`src/mqtt_control_packet_parser_defines.svh`:
```
// Assertion macros for the MQTT control packet parser.
// Included by the RTL files that carry assertions; no other dependencies.
`ifndef MQTT_CONTROL_PACKET_PARSER_DEFINES_SVH
`define MQTT_CONTROL_PACKET_PARSER_DEFINES_SVH
`ifndef SYNTHESIS
`define MQP_ASSERT_IMPL(lbl, clk, rst, prop, msg) \
  lbl: assert property (@(posedge clk) disable iff (rst) (prop)) else $error(msg);
`define MQP_ASSERT_NEVER(lbl, clk, rst, cond, msg) \
  lbl: assert property (@(posedge clk) disable iff (rst) !(cond)) else $error(msg);
`else
`define MQP_ASSERT_IMPL(lbl, clk, rst, prop, msg)
`define MQP_ASSERT_NEVER(lbl, clk, rst, cond, msg)
`endif
`endif

```
`src/mqp_pkg.sv`:
```
// Shared types and constants for the MQTT control packet parser.
// No dependencies.
package mqp_pkg;

  typedef struct packed {
    logic [7:0] data_byte;
    logic       packet_start;
  } in_item_t;

  typedef struct packed {
    logic [3:0]  event_res;
    logic [3:0]  packet_type;
    logic [3:0]  packet_flags;
    logic [27:0] remaining_length;
    logic [15:0] field_value;
    logic [3:0]  field_kind;
    logic [1:0]  error_kind;
    logic        packet_done;
  } out_item_t;

  typedef enum logic [3:0] {
    PH_HDR = 4'd0, PH_LEN = 4'd1, PH_SKIP = 4'd2, PH_CFLAGS = 4'd3, PH_HI = 4'd4,
    PH_LO = 4'd5, PH_STR = 4'd6, PH_PAY = 4'd7, PH_QOS = 4'd8, PH_TRAIL = 4'd9
  } phase_t;

  localparam logic [3:0] EV_HDR = 4'd0, EV_LEN = 4'd1, EV_SKIP = 4'd2,
    EV_CFLAGS = 4'd3, EV_HI = 4'd4, EV_LO = 4'd5, EV_STR = 4'd6, EV_PAY = 4'd7,
    EV_QOS = 4'd8, EV_ERR = 4'd9;

  localparam logic [3:0] FK_NONE = 4'd0, FK_PID = 4'd1, FK_KEEP = 4'd2,
    FK_CID = 4'd3, FK_WTOP = 4'd4, FK_WMSG = 4'd5, FK_USER = 4'd6,
    FK_PASS = 4'd7, FK_TOPIC = 4'd8;

  localparam logic [1:0] ER_NONE = 2'd0, ER_LEN = 2'd1, ER_TYPE = 2'd2,
    ER_OVER = 2'd3;

  localparam logic [3:0] PT_CONNECT = 4'd1, PT_PUBLISH = 4'd3, PT_PUBREL = 4'd6,
    PT_SUBSCRIBE = 4'd8, PT_UNSUB = 4'd10;

  // item handed from front to back: byte plus packet-start flag
  typedef struct packed {
    logic [7:0] data_byte;
    logic       packet_start;
  } q_item_t;

  function automatic logic type_supported(input logic [3:0] t);
    case (t) inside
      4'd1, 4'd3, [4'd4:4'd8], 4'd10, [4'd12:4'd14]: type_supported = 1'b1;
      default: type_supported = 1'b0;
    endcase
  endfunction

endpackage

```
`src/mqp_fifo.sv`:
```
// Short queue between the parser front and back; two-entry register FIFO.
// Depends on mqp_pkg.
`include "mqtt_control_packet_parser_defines.svh"
module mqp_fifo (
  input  logic             clk,
  input  logic             rst,
  input  mqp_pkg::q_item_t wr_data,
  input  logic             wr_valid,
  output logic             wr_ready,
  output mqp_pkg::q_item_t rd_data,
  output logic             rd_valid,
  input  logic             rd_ready
);
  import mqp_pkg::*;

  q_item_t    mem [2];
  logic       wptr, rptr;
  logic [1:0] count;
  logic       do_wr, do_rd;

  assign wr_ready = (count != 2'd2);
  assign rd_valid = (count != 2'd0);
  assign rd_data  = mem[rptr];
  assign do_wr    = wr_valid && wr_ready;
  assign do_rd    = rd_valid && rd_ready;

  always_ff @(posedge clk) begin
    if (do_wr) begin
      mem[wptr] <= wr_data;
    end
  end

  always_ff @(posedge clk) begin
    if (rst) begin
      wptr  <= 1'b0;
      rptr  <= 1'b0;
      count <= 2'd0;
    end else begin
      if (do_wr) wptr <= ~wptr;
      if (do_rd) rptr <= ~rptr;
      count <= count + {1'b0, do_wr} - {1'b0, do_rd};
    end
  end

  `MQP_ASSERT_NEVER(a_fifo_over, clk, rst, count == 2'd3, "fifo count out of range")
  `MQP_ASSERT_IMPL(a_fifo_cnt, clk, rst, (do_wr && !do_rd) |=> count == $past(count) + 2'd1, "fifo count did not rise")
  `MQP_ASSERT_IMPL(a_fifo_ptr, clk, rst, (count == 2'd0) |-> (wptr == rptr), "fifo pointers differ when empty")
endmodule

```
`src/mqp_back.sv`:
```
// Back part: per-byte parse state machine, one result per byte into an output register.
// Depends on mqp_pkg.
`include "mqtt_control_packet_parser_defines.svh"
module mqp_back #(
  parameter int MAX_LENGTH_BYTES   = 4,
  parameter int CONNECT_SKIP_BYTES = 7
) (
  input  logic              clk,
  input  logic              rst,
  input  mqp_pkg::q_item_t  in_data,
  input  logic              in_valid,
  output logic              in_ready,
  output mqp_pkg::out_item_t out_data,
  output logic              out_valid,
  input  logic              out_ready
);
  import mqp_pkg::*;

  phase_t      phase, phase_next;
  logic [27:0] bytes_left, bytes_left_next;
  logic [2:0]  len_cnt, len_cnt_next;
  logic [3:0]  cur_type, cur_type_next, cur_flags, cur_flags_next;
  logic [7:0]  cflags, cflags_next, hi_hold, hi_hold_next;
  logic [15:0] str_left, str_left_next;
  logic [3:0]  cur_field, cur_field_next, skip_cnt, skip_cnt_next;
  logic [27:0] len_acc, len_acc_next;
  out_item_t   res;
  logic        take;

  assign in_ready = !out_valid || out_ready;
  assign take     = in_valid && in_ready;

  always_ff @(posedge clk) begin
    if (rst) begin
      phase <= PH_HDR; bytes_left <= '0; len_cnt <= '0; cur_type <= '0;
      cur_flags <= '0; cflags <= '0; str_left <= '0; cur_field <= '0;
      hi_hold <= '0; skip_cnt <= '0; len_acc <= '0; out_valid <= 1'b0;
    end else begin
      if (take) begin
        phase <= phase_next; bytes_left <= bytes_left_next; len_cnt <= len_cnt_next;
        cur_type <= cur_type_next; cur_flags <= cur_flags_next; cflags <= cflags_next;
        str_left <= str_left_next; cur_field <= cur_field_next; hi_hold <= hi_hold_next;
        skip_cnt <= skip_cnt_next; len_acc <= len_acc_next;
        out_valid <= 1'b1;
      end else if (out_ready) begin
        out_valid <= 1'b0;
      end
    end
  end

  always_ff @(posedge clk) begin
    if (take) out_data <= res;
  end

  always_comb begin
    logic [7:0]  b;
    logic [3:0]  ev, kind, nxt_field;
    logic [15:0] val;
    logic [1:0]  err;
    logic        end_ok, fin;
    logic [6:0]  grp;
    phase_t      nxt_ph;
    b = in_data.data_byte;
    ev = EV_SKIP; kind = FK_NONE; val = {8'd0, b}; err = ER_NONE; fin = 1'b0;
    end_ok = 1'b0;
    grp = b[6:0]; nxt_ph = PH_TRAIL; nxt_field = FK_NONE;
    phase_next = phase; bytes_left_next = bytes_left; len_cnt_next = len_cnt;
    cur_type_next = cur_type; cur_flags_next = cur_flags; cflags_next = cflags;
    str_left_next = str_left; cur_field_next = cur_field; hi_hold_next = hi_hold;
    skip_cnt_next = skip_cnt; len_acc_next = len_acc;
    res = '0;
    if (in_data.packet_start || phase == PH_HDR ||
        (phase != PH_LEN && bytes_left == '0)) begin
      bytes_left_next = '0; len_cnt_next = '0; cflags_next = '0; str_left_next = '0;
      cur_field_next = FK_NONE; hi_hold_next = '0; skip_cnt_next = '0; len_acc_next = '0;
      cur_type_next = b[7:4]; cur_flags_next = b[3:0];
      res.packet_type = b[7:4]; res.packet_flags = b[3:0]; res.field_value = {8'd0, b};
      if (type_supported(b[7:4])) begin
        phase_next = PH_LEN; res.event_res = EV_HDR;
      end else begin
        phase_next = PH_HDR; res.event_res = EV_ERR; res.error_kind = ER_TYPE;
      end
    end else if (phase == PH_LEN) begin
      unique case (len_cnt[1:0])
        2'd0: len_acc_next = len_acc | {21'd0, grp};
        2'd1: len_acc_next = len_acc | {14'd0, grp, 7'd0};
        2'd2: len_acc_next = len_acc | {7'd0, grp, 14'd0};
        default: len_acc_next = len_acc | {grp, 21'd0};
      endcase
      len_cnt_next = len_cnt + 3'd1;
      res.packet_type = cur_type; res.packet_flags = cur_flags;
      res.remaining_length = len_acc_next; res.field_value = {8'd0, b};
      res.event_res = EV_LEN;
      if (b[7]) begin
        if (32'(len_cnt_next) >= MAX_LENGTH_BYTES) begin
          res.event_res = EV_ERR; res.error_kind = ER_LEN; phase_next = PH_HDR;
          cur_field_next = FK_NONE;
        end
      end else begin
        bytes_left_next = len_acc_next;
        if (cur_type == PT_CONNECT) begin
          skip_cnt_next = 4'(CONNECT_SKIP_BYTES); nxt_ph = PH_SKIP; nxt_field = FK_NONE;
        end else if (cur_type == PT_PUBLISH) begin
          nxt_ph = PH_HI; nxt_field = FK_TOPIC;
        end else if ((cur_type >= 4'd4 && cur_type <= 4'd8) || cur_type == PT_UNSUB) begin
          nxt_ph = PH_HI; nxt_field = FK_PID;
        end
        phase_next = nxt_ph; cur_field_next = nxt_field;
        if (len_acc_next == '0) begin
          end_ok = (nxt_ph == PH_TRAIL) ||
                   (nxt_ph == PH_HI && nxt_field == FK_TOPIC &&
                    (cur_type == PT_SUBSCRIBE || cur_type == PT_UNSUB));
          if (end_ok) res.packet_done = 1'b1;
          else begin res.event_res = EV_ERR; res.error_kind = ER_OVER; end
          phase_next = PH_HDR; cur_field_next = FK_NONE;
        end
      end
    end else begin
      bytes_left_next = bytes_left - 28'd1;
      nxt_ph = phase; nxt_field = cur_field;
      unique case (phase)
        PH_SKIP: begin
          ev = EV_SKIP; skip_cnt_next = skip_cnt - 4'd1;
          if (skip_cnt_next == '0) begin nxt_ph = PH_CFLAGS; nxt_field = FK_NONE; end
        end
        PH_CFLAGS: begin
          ev = EV_CFLAGS; cflags_next = b; nxt_ph = PH_HI; nxt_field = FK_KEEP;
        end
        PH_HI: begin
          ev = EV_HI; kind = cur_field; hi_hold_next = b; nxt_ph = PH_LO;
        end
        PH_LO: begin
          ev = EV_LO; kind = cur_field; val = {hi_hold, b};
          if (cur_field >= FK_CID && {12'd0, val} > bytes_left_next) err = ER_OVER;
          else if (cur_field >= FK_CID && val != '0) begin
            str_left_next = val; nxt_ph = PH_STR;
          end else fin = 1'b1;
        end
        PH_STR: begin
          ev = EV_STR; kind = cur_field; str_left_next = str_left - 16'd1;
          if (str_left_next == '0) fin = 1'b1;
        end
        PH_PAY: ev = EV_PAY;
        PH_QOS: begin ev = EV_QOS; nxt_ph = PH_HI; nxt_field = FK_TOPIC; end
        default: begin ev = EV_SKIP; nxt_ph = PH_TRAIL; nxt_field = FK_NONE; end
      endcase
      if (fin) begin
        nxt_ph = PH_HI; nxt_field = FK_NONE;
        case (cur_field)
          FK_KEEP: nxt_field = FK_CID;
          FK_CID: nxt_field = cflags[2] ? FK_WTOP : cflags[7] ? FK_USER :
                              cflags[6] ? FK_PASS : FK_NONE;
          FK_WTOP: nxt_field = FK_WMSG;
          FK_WMSG: nxt_field = cflags[7] ? FK_USER : cflags[6] ? FK_PASS : FK_NONE;
          FK_USER: nxt_field = cflags[6] ? FK_PASS : FK_NONE;
          FK_PID: begin
            if (cur_type == PT_PUBLISH) nxt_ph = PH_PAY;
            else if (cur_type == PT_SUBSCRIBE || cur_type == PT_UNSUB) nxt_field = FK_TOPIC;
          end
          FK_TOPIC: begin
            if (cur_type == PT_PUBLISH) begin
              if (cur_flags[2:1] != 2'd0) nxt_field = FK_PID;
              else nxt_ph = PH_PAY;
            end else if (cur_type == PT_SUBSCRIBE) nxt_ph = PH_QOS;
            else nxt_field = FK_TOPIC;
          end
          default: nxt_field = FK_NONE;
        endcase
        if (nxt_ph == PH_HI && nxt_field == FK_NONE) nxt_ph = PH_TRAIL;
      end
      phase_next = nxt_ph; cur_field_next = nxt_field;
      res.packet_type = cur_type; res.packet_flags = cur_flags;
      res.remaining_length = len_acc; res.field_value = val; res.field_kind = kind;
      res.event_res = ev;
      if (err != ER_NONE) begin
        res.event_res = EV_ERR; res.error_kind = err;
        phase_next = PH_HDR; cur_field_next = FK_NONE;
      end else if (bytes_left_next == '0) begin
        end_ok = (nxt_ph == PH_PAY) || (nxt_ph == PH_TRAIL) ||
                 (nxt_ph == PH_HI && nxt_field == FK_TOPIC &&
                  (cur_type == PT_SUBSCRIBE || cur_type == PT_UNSUB));
        if (end_ok) res.packet_done = 1'b1;
        else begin res.event_res = EV_ERR; res.error_kind = ER_OVER; end
        phase_next = PH_HDR; cur_field_next = FK_NONE;
      end
    end
  end

  `MQP_ASSERT_IMPL(a_err_kind, clk, rst, out_valid |-> ((out_data.event_res == EV_ERR) == (out_data.error_kind != ER_NONE)), "error kind without error event")
  `MQP_ASSERT_IMPL(a_err_hdr, clk, rst, (take && res.event_res == EV_ERR) |=> phase == PH_HDR, "no header expected after error")
  `MQP_ASSERT_IMPL(a_done_hdr, clk, rst, (take && res.packet_done) |=> phase == PH_HDR, "no header expected after packet end")
endmodule

```
`src/mqtt_control_packet_parser.sv`:
```
// A byte is registered into the two-entry queue; its result is registered into the back
// part's output register when the back part takes the byte from the queue.
// Throughput: one byte per cycle while out_ready does not stall the output register.
// Reset (rst, synchronous) empties the queue and sets the parser to expect a header.
// Depends on mqp_pkg, mqp_fifo, mqp_back.
module mqtt_control_packet_parser #(
  parameter int MAX_LENGTH_BYTES   = 4,
  parameter int CONNECT_SKIP_BYTES = 7
) (
  input  logic               clk,
  input  logic               rst,
  input  mqp_pkg::in_item_t  in_data,
  input  logic               in_valid,
  output logic               in_ready,
  output mqp_pkg::out_item_t out_data,
  output logic               out_valid,
  input  logic               out_ready
);
  import mqp_pkg::*;

  q_item_t q_wr, q_rd;
  logic    q_rd_valid, q_rd_ready;

  // front: register the item into the queue
  assign q_wr.data_byte    = in_data.data_byte;
  assign q_wr.packet_start = in_data.packet_start;

  mqp_fifo u_fifo (
    .clk(clk), .rst(rst), .wr_data(q_wr), .wr_valid(in_valid), .wr_ready(in_ready),
    .rd_data(q_rd), .rd_valid(q_rd_valid), .rd_ready(q_rd_ready)
  );

  mqp_back #(
    .MAX_LENGTH_BYTES(MAX_LENGTH_BYTES), .CONNECT_SKIP_BYTES(CONNECT_SKIP_BYTES)
  ) u_back (
    .clk(clk), .rst(rst), .in_data(q_rd), .in_valid(q_rd_valid), .in_ready(q_rd_ready),
    .out_data(out_data), .out_valid(out_valid), .out_ready(out_ready)
  );
endmodule

```
`config.mk`:
```
export PLATFORM = sky130hd
export DESIGN_NAME = mqtt_control_packet_parser
export DESIGN_NICKNAME = d
export VERILOG_FILES = /design/src/mqp_pkg.sv /design/src/mqp_fifo.sv /design/src/mqp_back.sv /design/src/mqtt_control_packet_parser.sv
export VERILOG_INCLUDE_DIRS = /design/src /design/src/src
export SDC_FILE = /design/constraint.sdc
export NUM_CORES = 1
export LEC_CHECK = 0
export ABC_CLOCK_PERIOD_IN_PS = 7000
export BUFFER_PORTS_ARGS = -buffer_cell sky130_fd_sc_hd__buf_2
export CAP_MARGIN = 20
export CORE_MARGIN = 5
export CORE_UTILIZATION = 40
export DETAILED_ROUTE_END_ITERATION = 16
export PLACE_DENSITY_LB_ADDON = 0.12
export SETUP_SLACK_MARGIN = 0.2
export SLEW_MARGIN = 20
export SYNTH_ARGS = -nofsm -noshare
export SYNTH_HDL_FRONTEND = slang
export SYNTH_SLANG_ARGS = --single-unit
```
`constraint.sdc`:
```
create_clock -name clk -period 7 [get_ports clk]
set_input_delay 2.1 -clock clk [delete_from_list [all_inputs] [get_ports clk]]
set_output_delay 2.1 -clock clk [all_outputs]
set_load 0.03 [all_outputs]
```
* Yosys cells after proc, flatten, opt, wreduce, memory -nomap -nowiden
Memory sizes are Yosys's and may differ from the RTL's. A register that Yosys moved wholly into a read port is not among the register bits. Index checks and enable logic that the tools add are counted.
Word-level totals: bits in registers 179, bits in latches 0, RAM bits 18, bits in read-only memories 0, output and inout bits 65, word-level logic and storage cells 273, memories 1
Memories:
- u_fifo.mem | depth 2, bits a word 9, read ports 1, clocked after Yosys merged registers in 1, write ports 1, line mqp_fifo.sv:16 | q_item_t mem [2];
Operators by class: add/subtract/negate cells 6, multiply operators 0, div/mod/pow operators 0, $lt $le $gt $ge 9, equal/unequal tests 40, shifts and indexed selects 0, mux-type cells 130, bitwise gates (word level) 8, reductions and logical operators 55
Operator list (count):
- $mux W4 | 62
- $mux W28 | 7
- $logic_not A28 Y1 | 3
- $pmux W28 S3 | 1
- $mux W16 | 5
- $mux W56 | 1
- $mux W8 | 7
- $eq A4 B3 Y1 const B | 11
- $eq A4 B4 Y1 const B | 9
- $pmux W16 S2 | 1
- $gt A16 B28 Y1 | 1
- $or A28 B14 Y28 | 1
- $or A28 B21 Y28 | 1
- $or A28 B28 Y28 | 1
- $or A28 B7 Y28 | 1
- $pmux W4 S7 | 1
- $sub A28 B1 Y28 const B | 1
- $eq A4 B2 Y1 const B | 6
- $mux W2 | 12
- $pmux W4 S6 | 1
- $mux W1 | 21
- $pmux W4 S5 | 1
- $mux W3 | 6
- $eq A4 B1 Y1 const B | 4
- other kinds (41) | 83

* Logic depth before layout (Yosys ltp)
Gate-level depths: netlist (run 1).
depth in word-level cells 25, mapped depth 19, mapped depth without buffers 17

* By module
Synthesis (run 1) repeated with hierarchy kept, for this count alone.
Unflattened totals: cell total of the unflattened synthesis 1297, area, all modules 10966.8 µm²
By module, submodules not included:
- mqp_back | times used 1, cells each 1245, area each 10082.2 µm²
- mqp_fifo | times used 1, cells each 52, area each 884.6 µm²

* Worst setup path before layout (run 1)
Ideal clock, no wire load.
path kind input port to flip-flop, start point input port out_ready, end point register u_back.len_acc[18], library setup time 0.128 ns, data arrival time 5.619 ns, setup slack 1.253 ns, cell stages on the path 8, path buffers 2, cells stage by stage nand2b_1 -> o21ai_1 -> inv_1 -> clkbuf_1 -> nand2_1 -> clkbuf_1 -> a22oi_1 -> nor2_1
On the way: word-level cells in the longest chain between the ends 3
RTL lines:
- start: declaration | line mqtt_control_packet_parser.sv:17 | input logic out_ready
- $logic_or A1 B1 Y1 | line mqp_back.sv:30 | assign in_ready = !out_valid || out_ready;
- $logic_and A1 B1 Y1 | line mqp_back.sv:31 | assign take = in_valid && in_ready;
- named net u_back.take | line mqp_back.sv:28 | logic take;
- $reduce_and A2 Y1 (no source line)
- end signal: assignment | line mqp_back.sv:43 | skip_cnt <= skip_cnt_next; len_acc <= len_acc_next;
- end: declaration | line mqp_back.sv:26 | logic [27:0] len_acc, len_acc_next;
The timed path passes the listed nets, and every way through them passes these cells. A chain may end at the register's enable or synchronous reset.

* Final worst setup path (run 1)
start point register u_back.bytes_left[0], end point register u_back.out_data[61] (netlist name)
On the way: word-level cells in the longest chain between the ends 19
RTL lines:
- start: declaration | line mqp_back.sv:20 | logic [27:0] bytes_left, bytes_left_next;
- start signal: assignment | line mqp_back.sv:40 | phase <= phase_next; bytes_left <= bytes_left_next; len_cnt <= len_cnt_next;
- $sub A28 B1 Y28 | line mqp_back.sv:119 | bytes_left_next = bytes_left - 28'd1;
- $gt A16 B28 Y1 | line mqp_back.sv:134 | if (cur_field >= FK_CID && {12'd0, val} > bytes_left_next) err = ER_OVER;
- $logic_and A1 B1 Y1 | line mqp_back.sv:134
- $mux W1 | line mqp_back.sv:134
- $pmux W1 S2 | line mqp_back.sv:121 | unique case (phase)
- $mux W1 | line mqp_back.sv:83 | end else if (phase == PH_LEN) begin
- $mux W1 | line mqp_back.sv:72 | if (in_data.packet_start || phase == PH_HDR ||
- $mux W4 | line mqp_back.sv:147 | if (fin) begin
- [2 not listed]
- $eq A4 B3 Y1 or $eq A4 B4 Y1 (tied branches) | line mqp_back.sv:180 | (nxt_ph == PH_HI && nxt_field == FK_TOPIC &&
- $logic_and A1 B1 Y1 (2 in a row) | line mqp_back.sv:180
- $logic_or A1 B1 Y1 | line mqp_back.sv:179 | end_ok = (nxt_ph == PH_PAY) || (nxt_ph == PH_TRAIL) ||
- $mux W4 | line mqp_back.sv:182 | if (end_ok) res.packet_done = 1'b1;
- $mux W4 | line mqp_back.sv:178 | end else if (bytes_left_next == '0) begin
- $mux W4 | line mqp_back.sv:175 | if (err != ER_NONE) begin
- $mux W56 | line mqp_back.sv:83
- $mux W12 (*) | line mqp_back.sv:72
Every way passes the cells marked *; elsewhere a longest branch is shown, timed or not. The select of a mux whose other input is x is not followed.

==> impl_metrics.toml, run 1 <==
[flow_run]
max_cap_viol_count = 0

[power_and_ir_drop]
power.density_nw_per_um2 = 464.4
p_comb_frac = 0.524
power.leakage_nw = 4.434
ir_worst_vdd_uv = 224.0
switchingPower_mw = 2.720
p_clk_frac = 0.179
switching_share = 0.4923
pwr-share-seq = 0.297
p_int_mw = 2.804

[routing]
avgRoutedWirePerCell_um = 20.44
via_count = 9667
route.detailed.drc = 0
postRouteAntennaNets = 0
first_pass_iters = 6
drtIter0Drc = 1065
routed_via_density = 5.934
wirelength_um = 33300

[clocking]
post_cts_resized = 0
cts-root-buf = "clkbuf_16"
clkSinkCount = 193
cts_buffer_depth = 2
cts_buffers = 17
htree_levels = 4
cts_setup_buffers = 0
clk_pin_slew_ps = 80
ctsHoldBuffers = 0
clk_latency_ps = 440
cts_tree = "built"

[yosys]
postSynthCellCount = 1249
synthAdderAreaFrac = 0.03261
synth_ff_type = "dfxtp_1"
syn_nets = 1289
yosysTopAreaCellShare = 0.2280
synthMuxAreaShare = 0.01220
ys_top_cells_by_area = "edfxtp_1 23%, dfxtp_1 21%, nor2_1 6.7%"
synth_xor_area_frac = 0.02674
ys_warn_count = 0
avgSynthCellArea_sq_um = 8.540
synth_area_sq_um = 10670
synth_edf_count = 81
synth_compound_area_frac = 0.2196
synth_cell_types = 81
ys_top_cells_by_count = "191 x nor2_1, 128 x nand2_1, 115 x a21oi_1, 112 x dfxtp_1, 81 x edfxtp_1"
ys_seq_elements = 193
synth_top_family_by_area = "simple AND/OR/NAND/NOR gates"
yosys.area.top_type = "edfxtp_1"
synth.most_common_cell = "nor2_1"
yosysSeqAreaShare = 0.4382
async_flop_share = 0
synth-simple-area-share = 0.2277

[finish]
final_cell_area_sq_um = 11900
area_delta_synth_final_pct = 11.53
antennaDiodeCount = 0
fillers = 2582
drive_above_1_share = 0.1198
finalNetCount = 1321

[critical_path]
endpoint_kind = "flop"
crit_path_cell_trace = "inv_1, ha_1, or3b_1, or4_1, nor3_1, xnor2_1, ha_1, nand2_1, o21ai_0, o21bai_1, nand2_1, o41ai_2, and2_1, a2bb2oi_4, nand3_2, nor4b_1"
max_stage_delay_ps = 610
worstPathArrival_ps = 5310
r2r_end = "u_back.out_data[61]$_SDFFCE_PP0P_"
critPathTopFamily = "simple AND/OR/NAND/NOR gates"
crit_required_ps = 7170
r2r_start = "u_back.bytes_left[0]$_SDFFE_PP0P_"
crit_path_max_fanout = 9
worstSetupEndpoint = "u_back.out_data[61]$_SDFFCE_PP0P_"
critPathLaunchType = "flop"
crit_path_top_delay_cell = "or4_1"
cp.depth = 16
cp_num_buf_inv = 1
reg2reg_slack_ps = 1860
rr_worst_depth = 16
timing.critical_path.from = "u_back.bytes_left[0]$_SDFFE_PP0P_"
crit_type = "reg2reg"

[placement]
place_congestion = 0.9100
port_buffers = 77
hpwl_um = 23030
place_area_sq_um = 11310

[sta]
setup_viol = 0
rsz0062_at_grt = "no"
setup-tns-final_ps = 0
slew_violations = 0
slew_headroom = 0.2626
tightest_slew_ps = 1103
layout_min_cycle_time_ps = 5142
hold_violations = 0
fmax_mhz = 194.5
fin_crit_sh = 0.7346
clock-skew-final_ps = 15.97
timing.hold.ws_ps = 477.5

[grt]
gr-total-overflow = 0
grt.total_usage = 0.2157
grt_pass1_wl_um = 52490
grt_pass1_vias = 9010
grt_max_degree = 75
antenna_found_initial = 2

[floorplanning]
start_util = 0.4082
die_h_um = 173.3
die_area_sq_um = 30030
io_pins = 78
core_sq_um = 26130
rows = 59
dieWidth_um = 173.3

[min_path]
hp-class = "reg2reg"

[outcome]
status = "finished clean"
==> worst min path at each step <==
stage                                                 start                                end  slack (ps)  depth (start not counted)
after CTS                    u_back.len_acc[1]$_SDFFE_PP0P_     u_back.len_acc[1]$_SDFFE_PP0P_         470                          2
after floorplan            u_back.str_left[15]$_SDFFE_PP0P_   u_back.str_left[15]$_SDFFE_PP0P_         440                          2
after global placement     u_back.str_left[15]$_SDFFE_PP0P_   u_back.str_left[15]$_SDFFE_PP0P_         460                          2
after global routing      u_back.bytes_left[1]$_SDFFE_PP0P_  u_back.bytes_left[1]$_SDFFE_PP0P_         500                          2
after detailed placement     u_back.len_acc[1]$_SDFFE_PP0P_     u_back.len_acc[1]$_SDFFE_PP0P_         460                          2
final                        u_back.len_acc[1]$_SDFFE_PP0P_     u_back.len_acc[1]$_SDFFE_PP0P_         480                          2
==> registers in the layout, summed over array words and instances (netlist names), 4 cells and up, named ones only <==
signal             count
u_back.bytes_left     28
u_back.cur_field       4
u_back.cur_flags       4
u_back.cur_type        4
u_back.hi_hold         8
u_back.len_acc        28
u_back.out_data       63
u_back.phase           4
u_back.skip_cnt        4
u_back.str_left       16
u_fifo.mem            18
==> layer usage <==
layer,up-vias,global-route usage,wire [um]
met2,386,0.3339,14750
met1,4599,0.3090,15160
met3,45,0.04057,2697
met5,-,0.02083,102
met4,6,0.05687,599
li1,4631,-,-
==> cells by family after synthesis <==
group                      after synthesis
AOI/OAI and AO/OA                      355
xor gates and xnor gates                31
adders and majority gates               28
buffers and inverters                  117
DFF                                    193
muxes                                   13
and+or+nand+nor                        512
==> cell usage in the layout (no fill, tap or decap), types with 11 or more instances in the layout <==
cell / count
edfxtp_1: 81
nand2_1: 128
o21ai_0: 66
a31oi_1: 11
buf_4: 20
or3_1: 13
and3_1: 19
clkbuf_16: 17
a211oi_1: 15
nor2_1: 191
ha_1: 27
a22oi_1: 47
inv_1: 32
nor4_1: 17
buf_2: 76
nand3_1: 23
nand4_1: 12
mux2i_1: 13
nor3_1: 40
xnor2_1: 21
a21oi_1: 115
dfxtp_1: 112
or4_1: 12
==> power groups by stage <==
stage / registers (mW) / logic, mW / clock network, mW
3_5_place_dp: 1.67 / 2.86 / 0
6_report: 1.64 / 2.89 / 0.990
3_3_place_gp: 1.66 / 2.85 / 0
5_1_grt: 1.67 / 3.15 / 1.04
2_1_floorplan: 1.94 / 1.76 / 0
4_1_cts: 1.64 / 2.88 / 1.00
==> layout make-up <==
| cell class | count | area (sq um) | share of cell area |
|---|---|---|---|
| Timing Repair Buffer | 96 | 530.5 | 0.04459 |
| Clock buffer | 17 | 425.4 | 0.03576 |
| Clock inverter | 15 | 160.2 | 0.01346 |
| Multi-Input combinational cell | 939 | 5558 | 0.4672 |
| Tap cell | 335 | 419.2 | 0.03523 |
| Sequential cell | 193 | 4674 | 0.3929 |
| Inverter | 34 | 128.9 | 0.01083 |
==> per-stage QoR <==
stage | util | setup WS (ps) | power [mW] | std cells
after floorplan | - | 1253 | 3.697 | 1249
after global placement | 0.4327 | 1554 | 4.516 | 1597
after detailed placement | 0.4328 | 1938 | 4.531 | 1597
after CTS | 0.4552 | 1932 | 5.518 | 1629
after global routing | 0.4552 | 1624 | 5.867 | 1629
final | 0.4552 | 1858 | 5.524 | 1629
==> worst reg2reg max path, cell delays in order (launching register included) <==
cell	delay [ps]
dfxtp_1	340
inv_1	150
ha_1	300
or3b_1	470
or4_1	610
nor3_1	210
xnor2_1	170
ha_1	320
nand2_1	40
o21ai_0	380
o21bai_1	190
nand2_1	180
o41ai_2	500
and2_1	460
a2bb2oi_4	210
nand3_2	160
nor4b_1	210
Power figures use the tool's default switching activity.
==> run 2, diff against run 1 <==
--- a/config.mk
+++ b/config.mk
@@ -6,7 +6,7 @@
 export SDC_FILE = /design/constraint.sdc
 export NUM_CORES = 1
 export LEC_CHECK = 0
-export ABC_CLOCK_PERIOD_IN_PS = 7000
+export ABC_CLOCK_PERIOD_IN_PS = 4700
 export BUFFER_PORTS_ARGS = -buffer_cell sky130_fd_sc_hd__buf_2
 export CAP_MARGIN = 20
 export CORE_MARGIN = 5
==> constraint.sdc (replaced) <==
create_clock -name clk -period 4.7 [get_ports clk]
set_input_delay 1.41 -clock clk [delete_from_list [all_inputs] [get_ports clk]]
set_output_delay 1.41 -clock clk [all_outputs]
set_load 0.03 [all_outputs]
==> run 2 against run 1 <==
- clock power is 54% higher
- register-to-register slack worse by 1500 ps
- die area is the same
- global-route usage is 0.62 points higher
- critical path depth decreased by 2
- clock skew increased by 0.93 ps
- utilization increased by 1.5 points
- critical endpoint is now u_back.out_data[62]$_DFFE_PP_
- largest power group unchanged
==> impl_metrics.toml, run 2 (synthesized netlist as in run 1, its figures left out) <==
[routing]
first_pass_iters = 5
route.detailed.drc = 0
routed_via_density = 5.957
avgRoutedWirePerCell_um = 20.67
drtIter0Drc = 1116
via_count = 9894
wirelength_um = 34330
postRouteAntennaNets = 0

[placement]
port_buffers = 77
hpwl_um = 23960
place_congestion = 0.9102

[clocking]
cts_buffers = 17
clkSinkCount = 193
htree_levels = 4
clk_latency_ps = 450
ctsHoldBuffers = 0
clk_pin_slew_ps = 90
cts-root-buf = "clkbuf_16"
cts_tree = "built"
cts_buffer_depth = 2

[power_and_ir_drop]
power.leakage_nw = 4.628
pwr-share-seq = 0.282
power.density_nw_per_um2 = 704.7
switchingPower_mw = 4.228
p_clk_frac = 0.175
switching_share = 0.4880
ir_worst_vdd_uv = 335.1
p_comb_frac = 0.543
p_int_mw = 4.436

[finish]
final_cell_mix = "190 x nor2_1, 126 x nand2_1, 115 x a21oi_1"
finalCoreUtilization = 0.4705
area_delta_synth_final_pct = 15.26
largest_reg_flops = 63
top_register = "u_back.out_data"
multi_input_area_sq_um = 5673
drive_above_1_share = 0.1561
finalNetCount = 1353
final_common_cell = "nor2_1"
regArea_sq_um = 4674
reg_top3 = "u_back.out_data (63), u_back.bytes_left (28), u_back.len_acc (28)"
fillers = 2589
antennaDiodeCount = 0

[floorplanning]
die_area_sq_um = 30030
start_util = 0.4082
rows = 59
die_h_um = 173.3
io_pins = 78
dieWidth_um = 173.3
core_sq_um = 26130

[critical_path]
endpoint_kind = "flop"
critPathLaunchType = "flop"
crit_path_max_fanout = 8
worstPathArrival_ps = 4490
crit_required_ps = 4880
crit_type = "reg2reg"

[sta]
hold_violations = 0
rsz0062_at_grt = "yes"
fin_crit_sh = 0.9168
slew_headroom = 0.2974
tightest_slew_ps = 1047
setup_viol = 0
clock-skew-final_ps = 16.90
setup-tns-final_ps = 0
layout_min_cycle_time_ps = 4309
fmax_mhz = 232.1
slew_violations = 0

[flow_run]
max_cap_viol_count = 0

[grt]
gr-total-overflow = 0
grt_pass1_vias = 9131
grt.total_usage = 0.2219
antenna_found_initial = 0
grt_max_degree = 63
grt_pass1_wl_um = 53540

[min_path]
hp-class = "reg2reg"

[outcome]
status = "finished clean"
## run 2: final timing paths
| kind | startpoint | end | slack, ps | cells past startpoint |
|---|---|---|---|---|
| min reg2reg | u_back.len_acc[1]$_SDFFE_PP0P_ | u_back.len_acc[1]$_SDFFE_PP0P_ | 480 | 2 |
| min | u_back.len_acc[1]$_SDFFE_PP0P_ | u_back.len_acc[1]$_SDFFE_PP0P_ | 480 | 2 |
| max | u_back.bytes_left[6]$_SDFFE_PP0P_ | u_back.out_data[62]$_DFFE_PP_ | 390 | 14 |
| max reg2reg | u_back.bytes_left[6]$_SDFFE_PP0P_ | u_back.out_data[62]$_DFFE_PP_ | 390 | 14 |
## run 2: timing repair
item                                    4_1_cts  5_1_grt
pin swaps                                     1        7
gates resized for setup                       2       22
setup buffers                                 1        3
endpoints found under the setup margin        9       31
## run 2: power by group through the flow
| stage | Clock (mW) | Combinational, mW | Sequential, mW |
|---|---|---|---|
| final | 1.52 | 4.70 | 2.44 |
| after global routing | 1.61 | 5.08 | 2.49 |
| after CTS | 1.54 | 4.50 | 2.44 |
| after detailed placement | 0 | 4.48 | 2.48 |
| after global placement | 0 | 4.47 | 2.47 |
| after floorplan | 0 | 2.62 | 2.87 |
## run 2: stage by stage
stage / cell area (sq um) / hold WS (ps) / setup WS (ps) / power [mW] / std cells
5_1_grt: 12290 / 491.2 / 178.7 / 9.186 / 1661
3_3_place_gp: 11530 / 454.9 / 246.9 / 6.940 / 1625
6_report: 12290 / 475.1 / 390.9 / 8.664 / 1661
2_1_floorplan: 10670 / 443.7 / 303.6 / 5.495 / 1249
3_5_place_dp: 11530 / 462.4 / 170.2 / 6.957 / 1625
4_1_cts: 12170 / 473.7 / 171.7 / 8.478 / 1658
## run 2: worst max-delay path, cell delays in order, from the launching register on
cell       delay [ps]
dfxtp_1           380
or4_4             610
or3_4             460
nor4_4            270
xnor2_2           180
ha_1              300
a21oi_1           150
o21ai_0           130
buf_4             160
a311oi_4          320
buf_4             180
nor4b_4            50
or2_2             310
a2111oi_0         420
a21oi_1           120
## run 2: layout make-up
cell class	instances	share of cell area
Sequential cell	193	0.3802
Clock buffer	17	0.03460
Tap cell	335	0.03409
Timing Repair Buffer	128	0.06371
Multi-Input combinational cell	939	0.4614
Inverter	34	0.01048
Clock inverter	15	0.01547
## run 2: per-layer routing
metal,part of all wire,GRT usage,wire length [um]
met1,0.44,0.3145,15250
met2,0.45,0.3450,15420
met3,0.091,0.04885,3117
met4,0.016,0.05687,548
met5,0,0,0
